### src/rtl/core/ltac_pkg.sv
// ----------------------------------------------------------------------------
// ltac_pkg: shared types and constants of the light tracker axis controller
// Event codes, controller states, motor directions and configuration indexes.
// ----------------------------------------------------------------------------
package ltac_pkg;

	// Brightness sample width and the width used for the dead band compares
	localparam int SAMPLE_BITS = 10;
	localparam int BAND_W      = 10;
	localparam int CMP_W       = ((SAMPLE_BITS > BAND_W) ? SAMPLE_BITS : BAND_W) + 1;

	localparam int TIME_W  = 16;
	localparam int TICKS_W = 24;
	localparam int CFG_W   = 24;
	localparam int IDX_W   = 3;

	// Configuration register indexes
	localparam logic [IDX_W-1:0] REG_DEAD_BAND   = 3'd0;
	localparam logic [IDX_W-1:0] REG_TRACK_TIME  = 3'd1;
	localparam logic [IDX_W-1:0] REG_HOME_TIME   = 3'd2;
	localparam logic [IDX_W-1:0] REG_DARK_TICKS  = 3'd3;
	localparam logic [IDX_W-1:0] REG_WIND_TICKS  = 3'd4;

	// Reset values of the configuration registers
	localparam logic [BAND_W-1:0]  RST_DEAD_BAND  = 10'd10;
	localparam logic [TIME_W-1:0]  RST_TRACK_TIME = 16'd100;
	localparam logic [TIME_W-1:0]  RST_HOME_TIME  = 16'd500;
	localparam logic [TICKS_W-1:0] RST_DARK_TICKS = 24'd60000;
	localparam logic [TICKS_W-1:0] RST_WIND_TICKS = 24'd60000;

	typedef enum logic [1:0] {
		EV_SAMPLE = 2'd0,
		EV_DONE   = 2'd1,
		EV_WIND   = 2'd2,
		EV_TICK   = 2'd3
	} event_t;

	typedef enum logic [1:0] {
		ST_AUTO  = 2'd0,
		ST_DARK  = 2'd1,
		ST_WIND  = 2'd2,
		ST_SLEEP = 2'd3
	} state_t;

	typedef enum logic [1:0] {
		DIR_N = 2'd0,
		DIR_S = 2'd1,
		DIR_E = 2'd2,
		DIR_W = 2'd3
	} dir_t;

	// Decision taken for one event
	typedef struct packed {
		logic              start;
		dir_t              start_dir;
		logic [TIME_W-1:0] start_time;
		logic              stop;
		dir_t              stop_dir;
	} action_t;

endpackage

### src/rtl/core/light_tracker_axis_controller.sv
// ----------------------------------------------------------------------------
// light_tracker_axis_controller: two-axis light tracker controller
// Takes sensor samples, motor-done events, wind alarms and ticks, and issues
// one result per event with move and stop commands, state and limits.
// ----------------------------------------------------------------------------
//
//  channel   direction  handshake               payload
//  in        input      in_valid / in_ready     mode, four levels, is_dark, limit_level
//  out       output     out_valid / out_ready   start/stop commands, state, limits
//  cfg       input      cfg_we (no wait)        cfg_index, cfg_data
//
// The decision is made on the accepted transfer and lands in the output register
// on the same edge, so one event per cycle while the output is not stalled.
// The output register is the only stage; in_ready stays high while it is
// empty or being emptied, so a stalled output holds back only new transfers.
// Reset clears the controller state and loads the register defaults.
module light_tracker_axis_controller (
	input  logic                              clk,
	input  logic                              arst_n,
	// configuration
	input  logic                              cfg_we,
	input  logic [ltac_pkg::IDX_W-1:0]        cfg_index,
	input  logic [ltac_pkg::CFG_W-1:0]        cfg_data,
	// input events
	input  logic                              in_valid,
	output logic                              in_ready,
	input  logic [1:0]                        mode,
	input  logic [ltac_pkg::SAMPLE_BITS-1:0]  north_level,
	input  logic [ltac_pkg::SAMPLE_BITS-1:0]  south_level,
	input  logic [ltac_pkg::SAMPLE_BITS-1:0]  east_level,
	input  logic [ltac_pkg::SAMPLE_BITS-1:0]  west_level,
	input  logic                              is_dark,
	input  logic                              limit_level,
	// results
	output logic                              out_valid,
	input  logic                              out_ready,
	output logic                              start_move,
	output logic [1:0]                        move_dir,
	output logic [ltac_pkg::TIME_W-1:0]       move_time,
	output logic                              stop_move,
	output logic [1:0]                        stop_dir,
	output logic [1:0]                        tracker_state,
	output logic [3:0]                        limit_flags
);

	// Configuration registers
	logic [ltac_pkg::BAND_W-1:0]  dead_band_q;
	logic [ltac_pkg::TIME_W-1:0]  track_time_q;
	logic [ltac_pkg::TIME_W-1:0]  home_time_q;
	logic [ltac_pkg::TICKS_W-1:0] dark_ticks_q;
	logic [ltac_pkg::TICKS_W-1:0] wind_ticks_q;

	// Controller state
	ltac_pkg::state_t             state_q, state_d;
	logic [3:0]                   limits_q, limits_d;
	logic                         busy_q, busy_d;
	ltac_pkg::dir_t               dir_q, dir_d;
	logic [ltac_pkg::TICKS_W-1:0] count_q, count_d;
	ltac_pkg::action_t            act;

	// Output register
	logic                         out_valid_q;
	logic                         start_q;
	logic [1:0]                   move_dir_q;
	logic [ltac_pkg::TIME_W-1:0]  move_time_q;
	logic                         stop_q;
	logic [1:0]                   stop_dir_q;
	logic [1:0]                   tstate_q;
	logic [3:0]                   limits_out_q;

	logic                         in_fire;
	ltac_pkg::event_t             ev;
	logic [ltac_pkg::CMP_W-1:0]   n_x, s_x, e_x, w_x, band_x;
	logic                         go_n, go_s, go_e, go_w;

	assign in_ready = !out_valid_q || out_ready;
	assign in_fire  = in_valid && in_ready;
	assign ev       = ltac_pkg::event_t'(mode);

	// Configuration writes
	always_ff @(posedge clk or negedge arst_n) begin
		if (!arst_n) begin
			dead_band_q  <= ltac_pkg::RST_DEAD_BAND;
			track_time_q <= ltac_pkg::RST_TRACK_TIME;
			home_time_q  <= ltac_pkg::RST_HOME_TIME;
			dark_ticks_q <= ltac_pkg::RST_DARK_TICKS;
			wind_ticks_q <= ltac_pkg::RST_WIND_TICKS;
		end else if (cfg_we) begin
			case (cfg_index)
				ltac_pkg::REG_DEAD_BAND:  dead_band_q  <= cfg_data[ltac_pkg::BAND_W-1:0];
				ltac_pkg::REG_TRACK_TIME: track_time_q <= cfg_data[ltac_pkg::TIME_W-1:0];
				ltac_pkg::REG_HOME_TIME:  home_time_q  <= cfg_data[ltac_pkg::TIME_W-1:0];
				ltac_pkg::REG_DARK_TICKS: dark_ticks_q <= cfg_data[ltac_pkg::TICKS_W-1:0];
				ltac_pkg::REG_WIND_TICKS: wind_ticks_q <= cfg_data[ltac_pkg::TICKS_W-1:0];
				default: ;
			endcase
		end
	end

	// Tracking compares: a difference exceeds the dead band when one level is
	// greater than the other plus the band.
	assign n_x    = ltac_pkg::CMP_W'(north_level);
	assign s_x    = ltac_pkg::CMP_W'(south_level);
	assign e_x    = ltac_pkg::CMP_W'(east_level);
	assign w_x    = ltac_pkg::CMP_W'(west_level);
	assign band_x = ltac_pkg::CMP_W'(dead_band_q);
	assign go_n   = (n_x > s_x + band_x) && !limits_q[ltac_pkg::DIR_N];
	assign go_s   = (s_x > n_x + band_x) && !limits_q[ltac_pkg::DIR_S];
	assign go_e   = (e_x > w_x + band_x) && !limits_q[ltac_pkg::DIR_E];
	assign go_w   = (w_x > e_x + band_x) && !limits_q[ltac_pkg::DIR_W];

	// Next state and the move decision for the event on the input
	always_comb begin
		logic do_home;
		logic [1:0] d;
		state_d = state_q;
		limits_d = limits_q;
		busy_d = busy_q;
		dir_d = dir_q;
		count_d = count_q;
		act = '0;
		do_home = 1'b0;
		d = 2'd0;

		case (ev)
			ltac_pkg::EV_SAMPLE: begin
				if (state_q == ltac_pkg::ST_AUTO && !busy_q) begin
					if (is_dark) begin
						state_d = ltac_pkg::ST_DARK;
						limits_d[ltac_pkg::DIR_N] = 1'b0;
						limits_d[ltac_pkg::DIR_E] = 1'b0;
						do_home = 1'b1;
					end else if (go_n || go_s || go_e || go_w) begin
						act.start = 1'b1;
						act.start_time = track_time_q;
						if (go_n)
							act.start_dir = ltac_pkg::DIR_N;
						else if (go_s)
							act.start_dir = ltac_pkg::DIR_S;
						else if (go_e)
							act.start_dir = ltac_pkg::DIR_E;
						else
							act.start_dir = ltac_pkg::DIR_W;
					end
				end
			end
			ltac_pkg::EV_DONE: begin
				if (busy_q) begin
					// Latch the limit of the moving direction, clear its opposite
					d = dir_q;
					limits_d[d] = limit_level;
					limits_d[d ^ 2'd1] = 1'b0;
					busy_d = 1'b0;
					act.stop = 1'b1;
					act.stop_dir = dir_q;
					do_home = (state_q == ltac_pkg::ST_DARK) || (state_q == ltac_pkg::ST_WIND);
				end
			end
			ltac_pkg::EV_WIND: begin
				if (state_q == ltac_pkg::ST_AUTO) begin
					state_d = ltac_pkg::ST_WIND;
					limits_d[ltac_pkg::DIR_N] = 1'b0;
					do_home = !busy_q;
				end
			end
			ltac_pkg::EV_TICK: begin
				if (state_q == ltac_pkg::ST_SLEEP) begin
					if (count_q != '0)
						count_d = count_q - 1'b1;
					if (count_q <= ltac_pkg::TICKS_W'(1)) begin
						state_d = ltac_pkg::ST_AUTO;
						limits_d = '0;
					end
				end
			end
			default: ;
		endcase

		// Homing step on the updated limits
		if (do_home) begin
			if (!limits_d[ltac_pkg::DIR_N]) begin
				act.start = 1'b1;
				act.start_dir = ltac_pkg::DIR_N;
				act.start_time = home_time_q;
			end else if (state_d == ltac_pkg::ST_DARK && !limits_d[ltac_pkg::DIR_E]) begin
				act.start = 1'b1;
				act.start_dir = ltac_pkg::DIR_E;
				act.start_time = home_time_q;
			end else if (state_d == ltac_pkg::ST_DARK) begin
				limits_d[ltac_pkg::DIR_N] = 1'b0;
				limits_d[ltac_pkg::DIR_E] = 1'b0;
				count_d = dark_ticks_q;
				state_d = ltac_pkg::ST_SLEEP;
			end else begin
				limits_d[ltac_pkg::DIR_N] = 1'b0;
				count_d = wind_ticks_q;
				state_d = ltac_pkg::ST_SLEEP;
			end
		end

		// A started move makes the motor busy
		if (act.start) begin
			busy_d = 1'b1;
			dir_d = act.start_dir;
		end
	end

	// Controller state registers, updated on each accepted transfer
	always_ff @(posedge clk or negedge arst_n) begin
		if (!arst_n) begin
			state_q  <= ltac_pkg::ST_AUTO;
			limits_q <= '0;
			busy_q   <= 1'b0;
			dir_q    <= ltac_pkg::DIR_N;
			count_q  <= '0;
		end else if (in_fire) begin
			state_q  <= state_d;
			limits_q <= limits_d;
			busy_q   <= busy_d;
			dir_q    <= dir_d;
			count_q  <= count_d;
		end
	end

	// Output register valid flag
	always_ff @(posedge clk or negedge arst_n) begin
		if (!arst_n)
			out_valid_q <= 1'b0;
		else if (in_fire)
			out_valid_q <= 1'b1;
		else if (out_ready)
			out_valid_q <= 1'b0;
	end

	// Output register payload
	always_ff @(posedge clk) begin
		if (in_fire) begin
			start_q      <= act.start;
			move_dir_q   <= act.start_dir;
			move_time_q  <= act.start_time;
			stop_q       <= act.stop;
			stop_dir_q   <= act.stop_dir;
			tstate_q     <= state_d;
			limits_out_q <= limits_d;
		end
	end

	assign out_valid     = out_valid_q;
	assign start_move    = start_q;
	assign move_dir      = move_dir_q;
	assign move_time     = move_time_q;
	assign stop_move     = stop_q;
	assign stop_dir      = stop_dir_q;
	assign tracker_state = tstate_q;
	assign limit_flags   = limits_out_q;

	// Every accepted transfer yields a result in the next cycle.
	a_result_follows: assert property (@(posedge clk) disable iff (!arst_n)
		in_valid && in_ready |=> out_valid)
		else $error("accepted event produced no result");

	// No move fields without a started move.
	a_quiet_move: assert property (@(posedge clk) disable iff (!arst_n)
		out_valid && !start_move |-> move_dir == 2'd0 && move_time == '0)
		else $error("move fields set without a started move");

	// No stop direction without a stop.
	a_quiet_stop: assert property (@(posedge clk) disable iff (!arst_n)
		out_valid && !stop_move |-> stop_dir == 2'd0)
		else $error("stop direction set without a stop");

	// Sleeping never starts a move.
	a_sleep_still: assert property (@(posedge clk) disable iff (!arst_n)
		out_valid && tracker_state == ltac_pkg::ST_SLEEP |-> !start_move)
		else $error("move started while sleeping");

	// Wind homing only ever drives north.
	a_wind_north: assert property (@(posedge clk) disable iff (!arst_n)
		out_valid && start_move && tracker_state == ltac_pkg::ST_WIND
			|-> move_dir == ltac_pkg::DIR_N)
		else $error("wind homing moved away from north");

endmodule

### config.mk
export PLATFORM = sky130hd
export DESIGN_NAME = light_tracker_axis_controller
export DESIGN_NICKNAME = d
export VERILOG_FILES = /design/src/rtl/core/ltac_pkg.sv /design/src/rtl/core/light_tracker_axis_controller.sv
export SDC_FILE = /design/constraint.sdc
export NUM_CORES = 1
export LEC_CHECK = 0
export ABC_CLOCK_PERIOD_IN_PS = 5500
export BUFFER_PORTS_ARGS = -buffer_cell sky130_fd_sc_hd__buf_4
export CORE_UTILIZATION = 40
export DETAILED_ROUTE_END_ITERATION = 8
export PLACE_DENSITY_LB_ADDON = 0.12
export SYNTH_ARGS = -nofsm -noshare
export SYNTH_HDL_FRONTEND = slang
export SYNTH_SLANG_ARGS = --single-unit
### constraint.sdc
create_clock -name clk -period 5.5 [get_ports clk]
set_input_delay 0.275 -clock clk [delete_from_list [all_inputs] [get_ports clk]]
set_output_delay 0.275 -clock clk [all_outputs]
set_load 0.05 [all_outputs]
==> flow_summary_export.csv <==
group,metric,value,unit
status,status,"finished clean",
grt,antenna_found_initial,1,
timing,tns,0,ns
synthesis,synth-edff-count,28,
timing,finalClockSkew,0.00972,ns
clocking,ctsHtreeMaxLevel,4,
pwr,p_leak,4.77,nW
pwr,ir_worst_vdd,0.228,mV
routing,viasPerCell,5.48,
finish,postLayoutCoreUtil,48.8,%
synthesis,ys_ff_latch,152,
routing,routed_wl,23000,um
die,die-height,156,um
synthesis,synth_area_leaders,"dfrtp_1 26%, ha_1 11%, mux2_2 11%, edfxtp_1 8.9%, dfstp_2 7.0%",
pwr,powerDensity,396,nW/um2
synthesis,yosysUniqueCellTypes,69,
place,place.gp.congestion,0.792,
clocking,ctsLongestPathBuffers,2,
place,dpl.hpwl,16900,um
die,die_w,156,um
synthesis,synth-main-ff-cell,"dfrtp_1",
finish,syn_to_final_growth,18.4,%
routing,detail_route.wl_per_cell,18.1,um
die,initial_utilization,41.2,%
grt,grt_overflow,0,
timing,setup_viol_count_final,0,
clocking,clkTransAtPathRegs,0.07,ns
worst_setup_path,criticalPathCategory,"reg -> reg",
synthesis,synth_top_cell_area_share,26.2,%
die,coreArea,22900,um2
timing,post-route-period-util,88.6,%
grt,grt_max_degree,65,
worst_setup_path,start_kind,"flop",
timing,fmax,205,MHz
die,num_rows,55,
worst_setup_path,cp.arrival,5.05,ns
timing,slew-limit-headroom,24.8,%
routing,antenna_left,0,
timing,tightest_slew,1.13,ns
routing,first_pass_iters,5,
synthesis,async_flop_share,81.6,%
timing,finalWorstPathRequiredPeriod,4.87,ns
routing,vias,6971,
die,die_area,24200,um2
timing,final_hold_viol_count,0,
run,drv_cap,0,
synthesis,yosys_warnings,0,
finish,nets,1110,
routing,first_iter_violations,321,
die,io_pins,106,
clocking,cts_root_buf,"clkbuf_16",
synthesis,netlist_area,9440,um2
synthesis,yosysTopAreaCell,"dfrtp_1",
worst_setup_path,crit_path_end_kind,"flop",
finish,drive_above_1_share,30.1,%
worst_setup_path,required,5.67,ns
finish,design_area,11200,um2
synthesis,syn_area_per_cell,11.3,um2
min_path,hp-class,"in -> reg",
synthesis,netlist_instances,839,
clocking,cts_tree,"yes",
timing,rsz0062_at_grt,"no",
clocking,ctsResizeCount,0,
timing,final_max_slew_viol_count,0,
clocking,clock_sinks,152,
grt,grt_usage,20.0,%
clocking,cts_buffers,17,
clocking,clk_latency,0.42,ns
place,place_area,10600,um2
synthesis,syn-num-nets,1004,
grt,grt_first_pass_wirelength,37400,um
place,port-buffer-count,105,
worst_setup_path,crit_path_max_fanout,16,
synthesis,ys_seq_area_share,42.1,%
grt,grt_pass1_vias,6863,
routing,drc,0,
cell usage after synthesis (all sizes together), types with 5 or more instances:
library cell,instances
nor3,13
xor2,16
buf,13
nand2b,11
mux2i,22
xnor2,12
nor2,25
a22oi,9
a32oi,10
dfstp,25
ha,85
nor2b,9
and3,5
o21ai,34
a2bb2oi,8
dfrtp,99
inv,31
mux2,94
a21o,16
edfxtp,28
o22a,17
or3,7
nand3b,6
clkbuf,16
o21bai,6
a22o,17
o211ai,7
nor4,6
o22ai,5
a211oi,8
nand4,10
nand2,35
o21a,11
a21oi,61
nand3,14
per-layer routing:
metal / wire length (um) / global-route usage (%)
met1: 12000 / 29.4
met3: 694 / 3.53
met4: 264 / 5.88
met5: 0 / 0
met2: 10100 / 29.8
critical path: stages (launching register included):
cell and delay (ns):
dfstp_2 0.69, ha_1 0.28, a21o_1 0.18, a21oi_1 0.21
o21bai_1 0.09, a21oi_1 0.22, o21ai_0 0.19, a21o_1 0.22
a21oi_1 0.16, xor2_1 0.17, ha_1 0.27, a21oi_1 0.13
nand2_1 0.08, a2111oi_0 0.57, nor3_1 0.16, nor3_1 0.36
o21ai_1 0.10, buf_4 0.24, a22o_1 0.26
sequential cells by signal (all words and copies together), names as in the netlist:
register       count
count_q           24
dark_ticks_q      24
wind_ticks_q      24
home_time_q       16
move_time         16
track_time_q      16
dead_band_q       10
limit_flags        4
limits_q           4
dir_q              2
move_dir           2
state_q            2
stop_dir           2
tracker_state      2
busy_q             1
out_valid          1
start_move         1
stop_move          1
per-stage QoR:
stage / total power, mW / instances / setup slack (ns) / hold slack, ns
global route: 4.76 / 1271 / 0.183 / 0.0524
global placement: 3.27 / 1238 / 0.944 / 0.417
detailed placement: 3.29 / 1238 / 0.703 / 0.414
floorplan: 2.85 / 839 / 1.24 / -0.0206
CTS: 4.46 / 1271 / 0.669 / 0.0300
finish: 4.43 / 1272 / 0.629 / 0.0472
final timing paths:
kind	start	endpoint	slack, ns	cells after the start
worst max-delay path	dead_band_q[1]	move_time[15]	0.63	18
worst min-delay path	in_valid	out_valid	0.05	2
worst max register to register	dead_band_q[1]	move_time[15]	0.63	18
worst min register to register	dark_ticks_q[17]	dark_ticks_q[17]	0.50	1
max in group asynchronous	arst_n	count_q[0]	3.69	3
min in group asynchronous	arst_n	wind_ticks_q[18]	0.46	2
cell families (layout without fill, tap and decap cells):
family	count (synthesis)	after routing	synth area share, %
AO/OA/AOI/OAI	235	235	17.3
XOR/XNOR	28	28	2.60
adder cells (fa/ha/maj)	89	89	12.1
buffers and inverters	60	179	2.85
flip-flops	152	152	42.1
multiplexers	116	116	13.5
other	0	1	0
AND/OR/NAND/NOR	159	159	9.55
where the power goes:
part / total (mW) / switching, mW / internal (mW)
Sequential: 1.67 / 0.233 / 1.44
Clock: 1.16 / 0.515 / 0.644
Combinational: 1.60 / 0.855 / 0.740
placed cells by master, fill, tap and decap left out, types with 10 or more instances in the layout:
master / Yosys / final
o21ai_0: 31 / 31
a21o_1: 16 / 16
nand3_1: 12 / 12
dfrtp_1: 99 / 99
a21oi_1: 59 / 59
a32oi_1: 10 / 10
nand2b_1: 11 / 11
o22a_1: 17 / 17
nand4_1: 10 / 10
ha_1: 85 / 85
mux2_2: 94 / 94
buf_4: 1 / 115
xnor2_1: 12 / 12
clkbuf_16: 0 / 17
o21a_1: 11 / 11
inv_1: 31 / 30
a22o_1: 17 / 17
nor3_1: 13 / 12
nor2_1: 25 / 25
dfstp_2: 25 / 25
edfxtp_1: 28 / 28
xor2_1: 16 / 16
mux2i_1: 22 / 22
nand2_1: 35 / 35
final cells by class:
type	instances	area, um2
fillers	2110	11700
multi-input cells	627	5240
flip-flops and latches	152	3980
repair buffers	116	873
clock buffers	17	425
well taps	313	392
clock inverters	15	155
inverters	31	116
diodes	1	2.50
what timing repair did:
item / in CTS / in global routing
endpoints found under the hold margin: 46 / 0
buffers inserted: 0 / 0
hold buffers: 1 / 0
(Power assumes the default switching activity.)
